### config.mk
export PLATFORM = sky130hd
export DESIGN_NAME = rounded_rect_outline_points_core
export DESIGN_NICKNAME = d
export VERILOG_FILES = /design/src/rrop_pkg.sv /design/src/rrop_front.sv /design/src/rrop_queue.sv /design/src/rrop_back.sv /design/src/rounded_rect_outline_points_core.sv
export SDC_FILE = /design/constraint.sdc
export NUM_CORES = 2
export LEC_CHECK = 0
export ABC_CLOCK_PERIOD_IN_PS = 14900
export BUFFER_PORTS_ARGS = -buffer_cell sky130_fd_sc_hd__buf_2
export CAP_MARGIN = 20
export CORE_MARGIN = 3
export CORE_UTILIZATION = 35
export CTS_CLUSTER_DIAMETER = 200
export DETAILED_ROUTE_END_ITERATION = 6
export HOLD_SLACK_MARGIN = 0.06
export PLACE_DENSITY = 0.5
export SYNTH_ARGS = -nofsm -noshare
export SYNTH_HDL_FRONTEND = slang
export SYNTH_SLANG_ARGS = --single-unit
### constraint.sdc
create_clock -name i_clk -period 14.9 [get_ports i_clk]
set_input_delay 0.745 -clock i_clk [delete_from_list [all_inputs] [get_ports i_clk]]
set_output_delay 0.745 -clock i_clk [all_outputs]
set_load 0.02 [all_outputs]
### src/rrop_pkg.sv
// ----------------------------------------------------------------------------
// rrop_pkg
// Shared types, constants and the arc coefficient table for the rounded
// rectangle outline point generator.
// ----------------------------------------------------------------------------
package rrop_pkg;

    localparam int IN_DATA_W    = 160;   // 158 bits of fields, padded to bytes
    localparam int OUT_DATA_W   = 48;    // 47 bits of fields, padded to bytes
    localparam int CFG_W        = 4;
    localparam int COORD_W      = 23;    // internal coordinate width, no overflow
    localparam int POINT_W      = 21;
    localparam int PNUM_W       = 5;
    localparam int ARC_R_W      = 17;    // clamped radius, quarter of a 19-bit side
    localparam int K_W          = 16;
    localparam int PROD_W       = ARC_R_W + K_W;
    localparam int K_FRAC       = 16;
    localparam int QUEUE_DEPTH  = 2;
    localparam int STEP_W       = 3;

    localparam logic [CFG_W-1:0]  SHARP_RESET = 4'd1;
    localparam logic [STEP_W-1:0] STEP_ENTRY  = 3'd0;
    localparam logic [STEP_W-1:0] STEP_EXIT   = 3'd5;

    localparam logic signed [POINT_W-1:0] POINT_MAX = 21'sd1048575;
    localparam logic signed [POINT_W-1:0] POINT_MIN = -21'sd1048576;

    typedef logic signed [COORD_W-1:0] t_coord;

    // outline order of the corners
    typedef enum logic [1:0] {
        CORNER_TL = 2'd0,
        CORNER_TR = 2'd1,
        CORNER_BR = 2'd2,
        CORNER_BL = 2'd3
    } t_corner;

    // one classified rectangle, indexed by outline corner order
    typedef struct packed {
        t_coord                    left;
        t_coord                    top;
        t_coord                    right;
        t_coord                    bottom;
        t_coord [3:0]              cx;
        t_coord [3:0]              cy;
        logic   [3:0][ARC_R_W-1:0] arc_r;
        logic   [3:0]              sharp;
    } t_rect_rec;

    // cos 18, 36, 54, 72 degrees with 16 fraction bits
    function automatic logic [K_W-1:0] arc_k(input logic [1:0] idx);
        logic [K_W-1:0] k;
        case (idx)
            2'd0:    k = 16'd62328;
            2'd1:    k = 16'd53020;
            2'd2:    k = 16'd38521;
            default: k = 16'd20252;
        endcase
        return k;
    endfunction

endpackage

### src/rrop_front.sv
// ----------------------------------------------------------------------------
// rrop_front
// Unpacks a rectangle beat, clamps the corner radii, classifies each corner
// as sharp or rounded and works out the corner centers.
// ----------------------------------------------------------------------------
module rrop_front
    import rrop_pkg::*;
(
    input  logic [IN_DATA_W-1:0] i_data,
    input  logic [CFG_W-1:0]     i_sharp_threshold,
    output t_rect_rec            o_rec
);

    logic signed [19:0]   left_in;
    logic signed [19:0]   top_in;
    logic        [18:0]   width_in;
    logic        [18:0]   height_in;
    logic signed [19:0]   rq      [4];
    logic signed [19:0]   rc      [4];
    logic        [18:0]   min_side;
    logic [ARC_R_W-1:0]   limit;
    t_coord               rext;

    always_comb begin
        left_in   = i_data[19:0];
        top_in    = i_data[39:20];
        width_in  = i_data[58:40];
        height_in = i_data[77:59];
        rq[0]     = i_data[97:78];    // top-left
        rq[1]     = i_data[117:98];   // top-right
        rq[3]     = i_data[137:118];  // bottom-left, last in outline order
        rq[2]     = i_data[157:138];  // bottom-right

        min_side = (width_in < height_in) ? width_in : height_in;
        limit    = min_side[18:2];

        o_rec        = '0;
        o_rec.left   = t_coord'(left_in);
        o_rec.top    = t_coord'(top_in);
        o_rec.right  = t_coord'(left_in) + t_coord'({1'b0, width_in});
        o_rec.bottom = t_coord'(top_in) + t_coord'({1'b0, height_in});
        rext         = '0;

        for (int c = 0; c < 4; c++) begin
            rc[c] = (rq[c] > $signed({3'b0, limit})) ? $signed({3'b0, limit}) : rq[c];
            o_rec.sharp[c] = rc[c] < $signed({16'b0, i_sharp_threshold});
            o_rec.arc_r[c] = rc[c][ARC_R_W-1:0];
            rext = t_coord'(rc[c]);
            if (c == 0 || c == 3) begin
                o_rec.cx[c] = o_rec.left + rext;
            end else begin
                o_rec.cx[c] = o_rec.right - rext;
            end
            if (c == 0 || c == 1) begin
                o_rec.cy[c] = o_rec.top + rext;
            end else begin
                o_rec.cy[c] = o_rec.bottom - rext;
            end
        end
    end

endmodule

### src/rrop_queue.sv
// ----------------------------------------------------------------------------
// rrop_queue
// Small register FIFO of classified rectangles between front and back end.
// ----------------------------------------------------------------------------
module rrop_queue
    import rrop_pkg::*;
#(
    parameter int DEPTH = QUEUE_DEPTH   // 2 or more
) (
    input  logic      i_clk,
    input  logic      i_rst_n,
    input  logic      i_push,
    input  t_rect_rec i_data,
    output logic      o_full,
    input  logic      i_pop,
    output logic      o_valid,
    output t_rect_rec o_data
);

    localparam int PTR_W = $clog2(DEPTH);
    localparam int CNT_W = $clog2(DEPTH + 1);

    t_rect_rec          r_mem [DEPTH];
    logic [PTR_W-1:0]   r_wr_ptr, n_wr_ptr;
    logic [PTR_W-1:0]   r_rd_ptr, n_rd_ptr;
    logic [CNT_W-1:0]   r_count,  n_count;
    logic               do_push;
    logic               do_pop;

    assign o_full  = (r_count == CNT_W'(DEPTH));
    assign o_valid = (r_count != '0);
    assign o_data  = r_mem[r_rd_ptr];
    assign do_push = i_push && !o_full;
    assign do_pop  = i_pop && o_valid;

    always_comb begin
        n_wr_ptr = r_wr_ptr;
        n_rd_ptr = r_rd_ptr;
        n_count  = r_count;
        if (do_push) begin
            n_wr_ptr = (r_wr_ptr == PTR_W'(DEPTH - 1)) ? '0 : r_wr_ptr + 1'b1;
        end
        if (do_pop) begin
            n_rd_ptr = (r_rd_ptr == PTR_W'(DEPTH - 1)) ? '0 : r_rd_ptr + 1'b1;
        end
        case ({do_push, do_pop})
            2'b10:   n_count = r_count + 1'b1;
            2'b01:   n_count = r_count - 1'b1;
            default: n_count = r_count;
        endcase
    end

    always_ff @(posedge i_clk) begin
        if (!i_rst_n) begin
            r_wr_ptr <= '0;
            r_rd_ptr <= '0;
            r_count  <= '0;
        end else begin
            r_wr_ptr <= n_wr_ptr;
            r_rd_ptr <= n_rd_ptr;
            r_count  <= n_count;
        end
    end

    always_ff @(posedge i_clk) begin
        if (do_push) begin
            r_mem[r_wr_ptr] <= i_data;
        end
    end

endmodule

### src/rrop_back.sv
// ----------------------------------------------------------------------------
// rrop_back
// Walks the corners of the queued rectangle and generates one outline point
// per cycle unless stalled: issue/multiply stage, then round, add, saturate.
// ----------------------------------------------------------------------------
module rrop_back
    import rrop_pkg::*;
(
    input  logic                i_clk,
    input  logic                i_rst_n,
    input  logic                i_q_valid,
    input  t_rect_rec           i_q_data,
    output logic                o_q_pop,
    output logic                o_valid,
    input  logic                i_ready,
    output logic [POINT_W-1:0]  o_point_x,
    output logic [POINT_W-1:0]  o_point_y,
    output logic [PNUM_W-1:0]   o_point_number,
    output logic                o_last_point
);

    typedef struct packed {
        t_coord              base_x;
        t_coord              base_y;
        logic [PROD_W-1:0]   prod_x;
        logic [PROD_W-1:0]   prod_y;
        logic                neg_x;
        logic                neg_y;
        logic                arc;
        logic [PNUM_W-1:0]   pnum;
        logic                last;
    } t_stage_a;

    // sequencer
    t_corner             r_corner, n_corner;
    logic [STEP_W-1:0]   r_step,   n_step;
    logic [PNUM_W-1:0]   r_pnum,   n_pnum;

    // stage A (products) and output stage
    logic                r_a_valid;
    t_stage_a            r_a, n_a;
    logic                r_o_valid;
    logic [POINT_W-1:0]  r_o_x, n_o_x;
    logic [POINT_W-1:0]  r_o_y, n_o_y;
    logic [PNUM_W-1:0]   r_o_pnum;
    logic                r_o_last;

    logic                out_ready;
    logic                a_ready;
    logic                issue;
    logic                corner_done;
    logic                sharp;
    logic [ARC_R_W-1:0]  arc_r;
    t_coord              cx, cy, ent_x, ent_y, ext_x, ext_y;
    logic                x_use_b, y_use_b;
    logic [1:0]          kidx;
    logic [K_W-1:0]      ka, kb, kx, ky;
    logic [PROD_W:0]     rnd_x, rnd_y;
    logic signed [COORD_W:0] sum_x, sum_y;

    assign out_ready = !r_o_valid || i_ready;
    assign a_ready   = !r_a_valid || out_ready;
    assign issue     = i_q_valid && a_ready;

    assign sharp       = i_q_data.sharp[r_corner];
    assign arc_r       = i_q_data.arc_r[r_corner];
    assign cx          = i_q_data.cx[r_corner];
    assign cy          = i_q_data.cy[r_corner];
    assign corner_done = sharp ? (r_step == STEP_ENTRY) : (r_step == STEP_EXIT);
    assign o_q_pop     = issue && corner_done && (r_corner == CORNER_BL);

    // corner geometry: entry/exit points and which product feeds each axis
    always_comb begin
        ent_x = cx;  ent_y = cy;
        ext_x = cx;  ext_y = cy;
        x_use_b = 1'b0;  y_use_b = 1'b0;
        n_a = '0;
        unique case (r_corner)
            CORNER_TL: begin
                ent_x = i_q_data.left;   ent_y = cy;
                ext_x = cx;              ext_y = i_q_data.top;
                x_use_b = 1'b0;  n_a.neg_x = 1'b1;
                y_use_b = 1'b1;  n_a.neg_y = 1'b1;
            end
            CORNER_TR: begin
                ent_x = cx;              ent_y = i_q_data.top;
                ext_x = i_q_data.right;  ext_y = cy;
                x_use_b = 1'b1;  n_a.neg_x = 1'b0;
                y_use_b = 1'b0;  n_a.neg_y = 1'b1;
            end
            CORNER_BR: begin
                ent_x = i_q_data.right;  ent_y = cy;
                ext_x = cx;              ext_y = i_q_data.bottom;
                x_use_b = 1'b0;  n_a.neg_x = 1'b0;
                y_use_b = 1'b1;  n_a.neg_y = 1'b0;
            end
            CORNER_BL: begin
                ent_x = cx;              ent_y = i_q_data.bottom;
                ext_x = i_q_data.left;   ext_y = cy;
                x_use_b = 1'b1;  n_a.neg_x = 1'b1;
                y_use_b = 1'b0;  n_a.neg_y = 1'b0;
            end
            default: begin
                ent_x = cx;  ent_y = cy;
            end
        endcase

        // arc step s (1..4) uses table entries s-1 and 4-s
        kidx = 2'(r_step - 3'd1);
        ka   = arc_k(kidx);
        kb   = arc_k(~kidx);
        kx   = x_use_b ? kb : ka;
        ky   = y_use_b ? kb : ka;

        n_a.prod_x = {{K_W{1'b0}}, arc_r} * {{ARC_R_W{1'b0}}, kx};
        n_a.prod_y = {{K_W{1'b0}}, arc_r} * {{ARC_R_W{1'b0}}, ky};
        n_a.pnum   = r_pnum;
        n_a.last   = corner_done && (r_corner == CORNER_BL);

        if (sharp) begin
            n_a.base_x = cx;     n_a.base_y = cy;     n_a.arc = 1'b0;
        end else if (r_step == STEP_ENTRY) begin
            n_a.base_x = ent_x;  n_a.base_y = ent_y;  n_a.arc = 1'b0;
        end else if (r_step == STEP_EXIT) begin
            n_a.base_x = ext_x;  n_a.base_y = ext_y;  n_a.arc = 1'b0;
        end else begin
            n_a.base_x = cx;     n_a.base_y = cy;     n_a.arc = 1'b1;
        end
    end

    // sequencer next state
    always_comb begin
        n_corner = r_corner;
        n_step   = r_step;
        n_pnum   = r_pnum;
        if (issue) begin
            if (corner_done) begin
                n_step = STEP_ENTRY;
                if (r_corner == CORNER_BL) begin
                    n_corner = CORNER_TL;
                    n_pnum   = '0;
                end else begin
                    n_corner = t_corner'(r_corner + 2'd1);
                    n_pnum   = r_pnum + 1'b1;
                end
            end else begin
                n_step = r_step + 1'b1;
                n_pnum = r_pnum + 1'b1;
            end
        end
    end

    // round to nearest, apply sign, saturate
    always_comb begin
        rnd_x = {1'b0, r_a.prod_x} + (PROD_W + 1)'(1 << (K_FRAC - 1));
        rnd_y = {1'b0, r_a.prod_y} + (PROD_W + 1)'(1 << (K_FRAC - 1));
        sum_x = (COORD_W + 1)'(r_a.base_x);
        sum_y = (COORD_W + 1)'(r_a.base_y);
        if (r_a.arc) begin
            if (r_a.neg_x) begin
                sum_x = sum_x - $signed({1'b0, rnd_x[PROD_W-1:K_FRAC]});
            end else begin
                sum_x = sum_x + $signed({1'b0, rnd_x[PROD_W-1:K_FRAC]});
            end
            if (r_a.neg_y) begin
                sum_y = sum_y - $signed({1'b0, rnd_y[PROD_W-1:K_FRAC]});
            end else begin
                sum_y = sum_y + $signed({1'b0, rnd_y[PROD_W-1:K_FRAC]});
            end
        end
        if (sum_x > (COORD_W + 1)'(POINT_MAX)) begin
            n_o_x = POINT_MAX;
        end else if (sum_x < (COORD_W + 1)'(POINT_MIN)) begin
            n_o_x = POINT_MIN;
        end else begin
            n_o_x = sum_x[POINT_W-1:0];
        end
        if (sum_y > (COORD_W + 1)'(POINT_MAX)) begin
            n_o_y = POINT_MAX;
        end else if (sum_y < (COORD_W + 1)'(POINT_MIN)) begin
            n_o_y = POINT_MIN;
        end else begin
            n_o_y = sum_y[POINT_W-1:0];
        end
    end

    always_ff @(posedge i_clk) begin
        if (!i_rst_n) begin
            r_corner  <= CORNER_TL;
            r_step    <= STEP_ENTRY;
            r_pnum    <= '0;
            r_a_valid <= 1'b0;
            r_o_valid <= 1'b0;
        end else begin
            r_corner <= n_corner;
            r_step   <= n_step;
            r_pnum   <= n_pnum;
            if (a_ready) begin
                r_a_valid <= issue;
            end
            if (out_ready) begin
                r_o_valid <= r_a_valid;
            end
        end
    end

    always_ff @(posedge i_clk) begin
        if (issue) begin
            r_a <= n_a;
        end
        if (out_ready && r_a_valid) begin
            r_o_x    <= n_o_x;
            r_o_y    <= n_o_y;
            r_o_pnum <= r_a.pnum;
            r_o_last <= r_a.last;
        end
    end

    assign o_valid        = r_o_valid;
    assign o_point_x      = r_o_x;
    assign o_point_y      = r_o_y;
    assign o_point_number = r_o_pnum;
    assign o_last_point   = r_o_last;

endmodule

### src/rounded_rect_outline_points_core.sv
// ----------------------------------------------------------------------------
// rounded_rect_outline_points_core
// Rounded rectangle outline point generator, top level.
// ----------------------------------------------------------------------------
// Each input beat is one rectangle with four corner radii; the block returns
// its closed outline as a run of points, clockwise from the top-left corner,
// the final point flagged with tlast. A sharp corner yields one point and a
// rounded corner six, so a rectangle takes 4 to 24 output beats. The back end
// produces one point per cycle unless the output stalls, and that single
// point generator sets the rate. A small queue of classified rectangles sits
// between the front end and the back end, so new rectangles are taken while
// the previous outline is still streaming out. From idle, the first point
// passes through the queue, stage A and the output registers. All coordinates
// are signed fixed point with 4 fraction bits and saturate to 21 bits.
// ----------------------------------------------------------------------------
module rounded_rect_outline_points_core
    import rrop_pkg::*;
#(
    parameter int QDEPTH = QUEUE_DEPTH   // rectangles buffered, 2 or more
) (
    input  logic                  i_clk,
    input  logic                  i_rst_n,

    // rectangle beats
    input  logic                  s_axis_tvalid,
    output logic                  s_axis_tready,
    // tdata, low bit up: rect_left[19:0], rect_top[39:20], rect_width[58:40],
    // rect_height[77:59], radius_top_left[97:78], radius_top_right[117:98],
    // radius_bottom_left[137:118], radius_bottom_right[157:138], zero[159:158]
    input  logic [IN_DATA_W-1:0]  s_axis_tdata,

    // outline point beats
    output logic                  m_axis_tvalid,
    input  logic                  m_axis_tready,
    // tdata, low bit up: point_x[20:0], point_y[41:21], point_number[46:42],
    // zero[47]
    output logic [OUT_DATA_W-1:0] m_axis_tdata,
    output logic                  m_axis_tlast,   // last_point

    // sharp_threshold write channel
    input  logic                  i_cfg_valid,
    output logic                  o_cfg_ready,
    input  logic [CFG_W-1:0]      i_cfg_data
);

    logic [CFG_W-1:0]   r_sharp_threshold;
    t_rect_rec          front_rec;
    t_rect_rec          q_head;
    logic               q_full;
    logic               q_valid;
    logic               q_pop;
    logic [POINT_W-1:0] point_x;
    logic [POINT_W-1:0] point_y;
    logic [PNUM_W-1:0]  point_number;

    // threshold register, writable any time
    assign o_cfg_ready = 1'b1;

    always_ff @(posedge i_clk) begin
        if (!i_rst_n) begin
            r_sharp_threshold <= SHARP_RESET;
        end else if (i_cfg_valid) begin
            r_sharp_threshold <= i_cfg_data;
        end
    end

    // front end: clamp and classify in the accept cycle
    rrop_front u_front (
        .i_data            (s_axis_tdata),
        .i_sharp_threshold (r_sharp_threshold),
        .o_rec             (front_rec)
    );

    assign s_axis_tready = !q_full;

    rrop_queue #(
        .DEPTH (QDEPTH)
    ) u_queue (
        .i_clk   (i_clk),
        .i_rst_n (i_rst_n),
        .i_push  (s_axis_tvalid),
        .i_data  (front_rec),
        .o_full  (q_full),
        .i_pop   (q_pop),
        .o_valid (q_valid),
        .o_data  (q_head)
    );

    // back end: one point per cycle unless the output stalls
    rrop_back u_back (
        .i_clk          (i_clk),
        .i_rst_n        (i_rst_n),
        .i_q_valid      (q_valid),
        .i_q_data       (q_head),
        .o_q_pop        (q_pop),
        .o_valid        (m_axis_tvalid),
        .i_ready        (m_axis_tready),
        .o_point_x      (point_x),
        .o_point_y      (point_y),
        .o_point_number (point_number),
        .o_last_point   (m_axis_tlast)
    );

    assign m_axis_tdata = {1'b0, point_number, point_y, point_x};

endmodule
==> results by group <==
STA
  – Final setup TNS: 0 ns
  – Endpoints failing hold: 0
  – Layout Skew: 0.0215 ns
  – Final period utilization: 0.694
  – # setup viols final: 0
  – Max Slew Vio Count: 0
  – Max Freq: about 97 MHz
  – Slew HR: 0.224
  – Worst Tran Pin Value: around 1.2 ns
  – RSZ-0062 raised after global routing: no
  – Crit path time final: ~10 ns

Run status
  – Status: finished clean

Finish
  – Nets: between 7000 and 8000
  – Layout cells sized above 1: 0.124
  – Synth-to-layout area growth: 11.3%

Placement
  – Routability Congestion: 0.922
  – Hpwl dp: roughly 170000 µm
  – Number of port buffers: approximately 220

Synth
  – Synth area leader: edfxtp_1
  – Avg Inst Size Synth: between 10 and 15 µm²
  – Area share of the largest cell type after synthesis: 0.372
  – Most instantiated cells after synthesis: edfxtp_1, inv_1, ha_1
  – FF+latch count, synth: between 800 and 900
  – Seq/Total Area, Yosys: 0.379
  – Most common cell in the netlist: edfxtp_1
  – Warnings from Yosys: 0
  – Ys async rst share: 0
  – Predominant post-synthesis flop cell: edfxtp_1
  – Cell area after synthesis: 63600 µm²
  – Syn_nets: about 7000
  – Largest cells by area after synthesis: edfxtp_1, ha_1, fa_1
  – Yosys cell types: a little over 100
  – Post-synth EDFFs: ~790
  – Post-synthesis cell count: 5844

Clocking
  – Clk root buf: clkbuf_16
  – TritonCTS buffer count: 89
  – Clock tree buffer depth: 3
  – CTS tree: built
  – Hold Buf Count CTS: 0
  – H-tree depth: 3
  – Clock transition at the registers of the reported paths: roughly 0.060 ns
  – # resized after CTS: 0
  – Total setup buffers inserted after CTS: 0
  – Worst-skew pair later-pin latency: between 0.7 and 0.8 ns
  – Sink Count: 810

Detailed routing
  – ANT nets after route: 0
  – M1 WL: about 92000 µm
  – Iteration-0 DRC count of the detailed router: 3813
  – DR pass1 iterations: 7
  – Average wire per cell in the routed design: between 20 and 25 µm
  – Top Layer Used: met4
  – Residual DRC: 0
  – Met2 WL: 98900 µm
  – Post-Route WL: roughly 210000 µm
  – Post-DR vias/cell: approximately 5.4
  – Metal3 WL: between 10000 and 15000 µm
  – Vias after detailed routing: 46000

Worst setup path
  – Data arrival time of the worst path: 10.79 ns
  – Crit path launch type: register
  – Worst Setup End Kind: register
  – Critical path peak fanout: 29
  – Critical path type: register to register
  – CP required: approximately 15 ns
  – Slowest cell delay on critical path: roughly 0.59 ns
  – Most used cell, CP: fa_1
  – CP max stage cell: ha_2

Floorplan
  – Core area: between 150000 and 200000 µm²
  – # rows: 155
  – Die area: 187000 µm²
  – Initial Utilization: 0.354
  – Die width: between 400 and 500 µm
  – IO Pins: between 200 and 250
  – Die H: approximately 430 µm

Global routing
  – Vias in the first global route: 45600
  – First-pass GRT wire length: between 300000 and 400000 µm
  – GRT overflow: 0
  – Initial antenna violation count: 29
  – GRT Overall Usage: 0.224
  – Largest net degree at the start of global routing: between 100 and 150

Hold path
  – Hold crit path type: input port to register

Run
  – Max Cap Violations: 0
cells by family after synthesis:
| group | Yosys count | synth area share |
|---|---|---|
| adder cells (fa/ha/maj) | 967 | 0.232 |
| AO/OA/AOI/OAI | 1128 | 0.117 |
| multiplexers | 326 | 0.0764 |
| other | 2 | 0.000118 |
| XOR/XNOR | 306 | 0.0430 |
| buffers and inverters | 985 | 0.0587 |
| AND/OR/NAND/NOR | 1320 | 0.0944 |
| flip-flops | 810 | 0.379 |
metrics by stage:
step           cell area (µm²)  hold WS (ns)  instances  utilization  setup WS, ns
2_1_floorplan            63600         0.400       5844            -          5.07
3_3_place_gp             67900         0.406       8324        0.378          4.24
3_5_place_dp             67900         0.411       8325        0.378          4.19
4_1_cts                  70800         0.214       8489        0.394          4.52
5_1_grt                  70800         0.262       8505        0.394          4.06
6_report                 70800         0.278       8508        0.394          4.55
worst max-delay path, delay by kind of cell (launching register included):
| family | cells | cell delay (ns) |
|---|---|---|
| flip-flops | 1 | 0.31 |
| AND/OR/NAND/NOR | 2 | 1.01 |
| AO/OA/AOI/OAI | 11 | 3.03 |
| adder cells (fa/ha/maj) | 8 | 3.86 |
| buffers and inverters | 7 | 1.74 |
| XOR/XNOR | 1 | 0.10 |
cell type report:
class                           count  area [µm²]
Antenna cell                       18        45.0
Clock inverter                     48         523
Multi-Input combinational cell   4049       35900
Tap cell                         2355        2950
Sequential cell                   810       24100
Inverter                          785        2950
Timing Repair Buffer              327        1940
Clock buffer                      116        2390
Fill cell                       17500      109000
placed cells by master, fill, tap and decap left out, types with 50 or more instances in the layout:
cell / instances
clkbuf_16: 90
mux2i_1: 113
a211oi_1: 94
mux4_2: 119
nand2_1: 422
o21ai_0: 213
xnor2_1: 208
buf_2: 216
nand3_1: 81
buf_4: 108
nor2b_1: 62
nor2_1: 424
a21oi_1: 288
inv_1: 770
a21o_1: 109
ha_1: 596
o22ai_1: 50
fa_1: 357
nor3_1: 71
mux2_2: 85
edfxtp_1: 789
xor2_1: 94
sequential cells by signal, summed over array words and instances, names as in the netlist, named ones only:
register               cells
u_queue.r_mem            652
u_back.r_a                89
u_back.o_point_x          21
u_back.o_point_y          21
u_back.o_point_number      5
u_back.r_pnum              5
r_sharp_threshold          4
u_back.r_step              3
u_back.r_corner            2
u_queue.r_count            2
u_back.o_last_point        1
u_back.o_valid             1
u_back.r_a_valid           1
u_queue.r_rd_ptr           1
u_queue.r_wr_ptr           1
per-layer routing:
metal,global-route usage,vias to the layer above
li1,-,21200
met1,0.304,22900
met2,0.365,1479
met3,0.0302,306
met4,0.0824,0
met5,0,-
path summary, 6_finish.rpt:
check | slack [ns] | from | cells after the start | endpoint
worst max-delay path | 4.55 | u_back.r_corner[1] | 29 | u_back.r_a[74]
worst min-delay path | 0.28 | i_cfg_data[0] | 3 | r_sharp_threshold[0]
worst max register to register | 4.55 | u_back.r_corner[1] | 29 | u_back.r_a[74]
worst min register to register | 0.42 | u_back.r_a[1] | 0 | u_back.o_point_number[0]
Power is not shown: default switching activity piles up to over one toggle a cycle in this logic, so the estimate is an artifact.
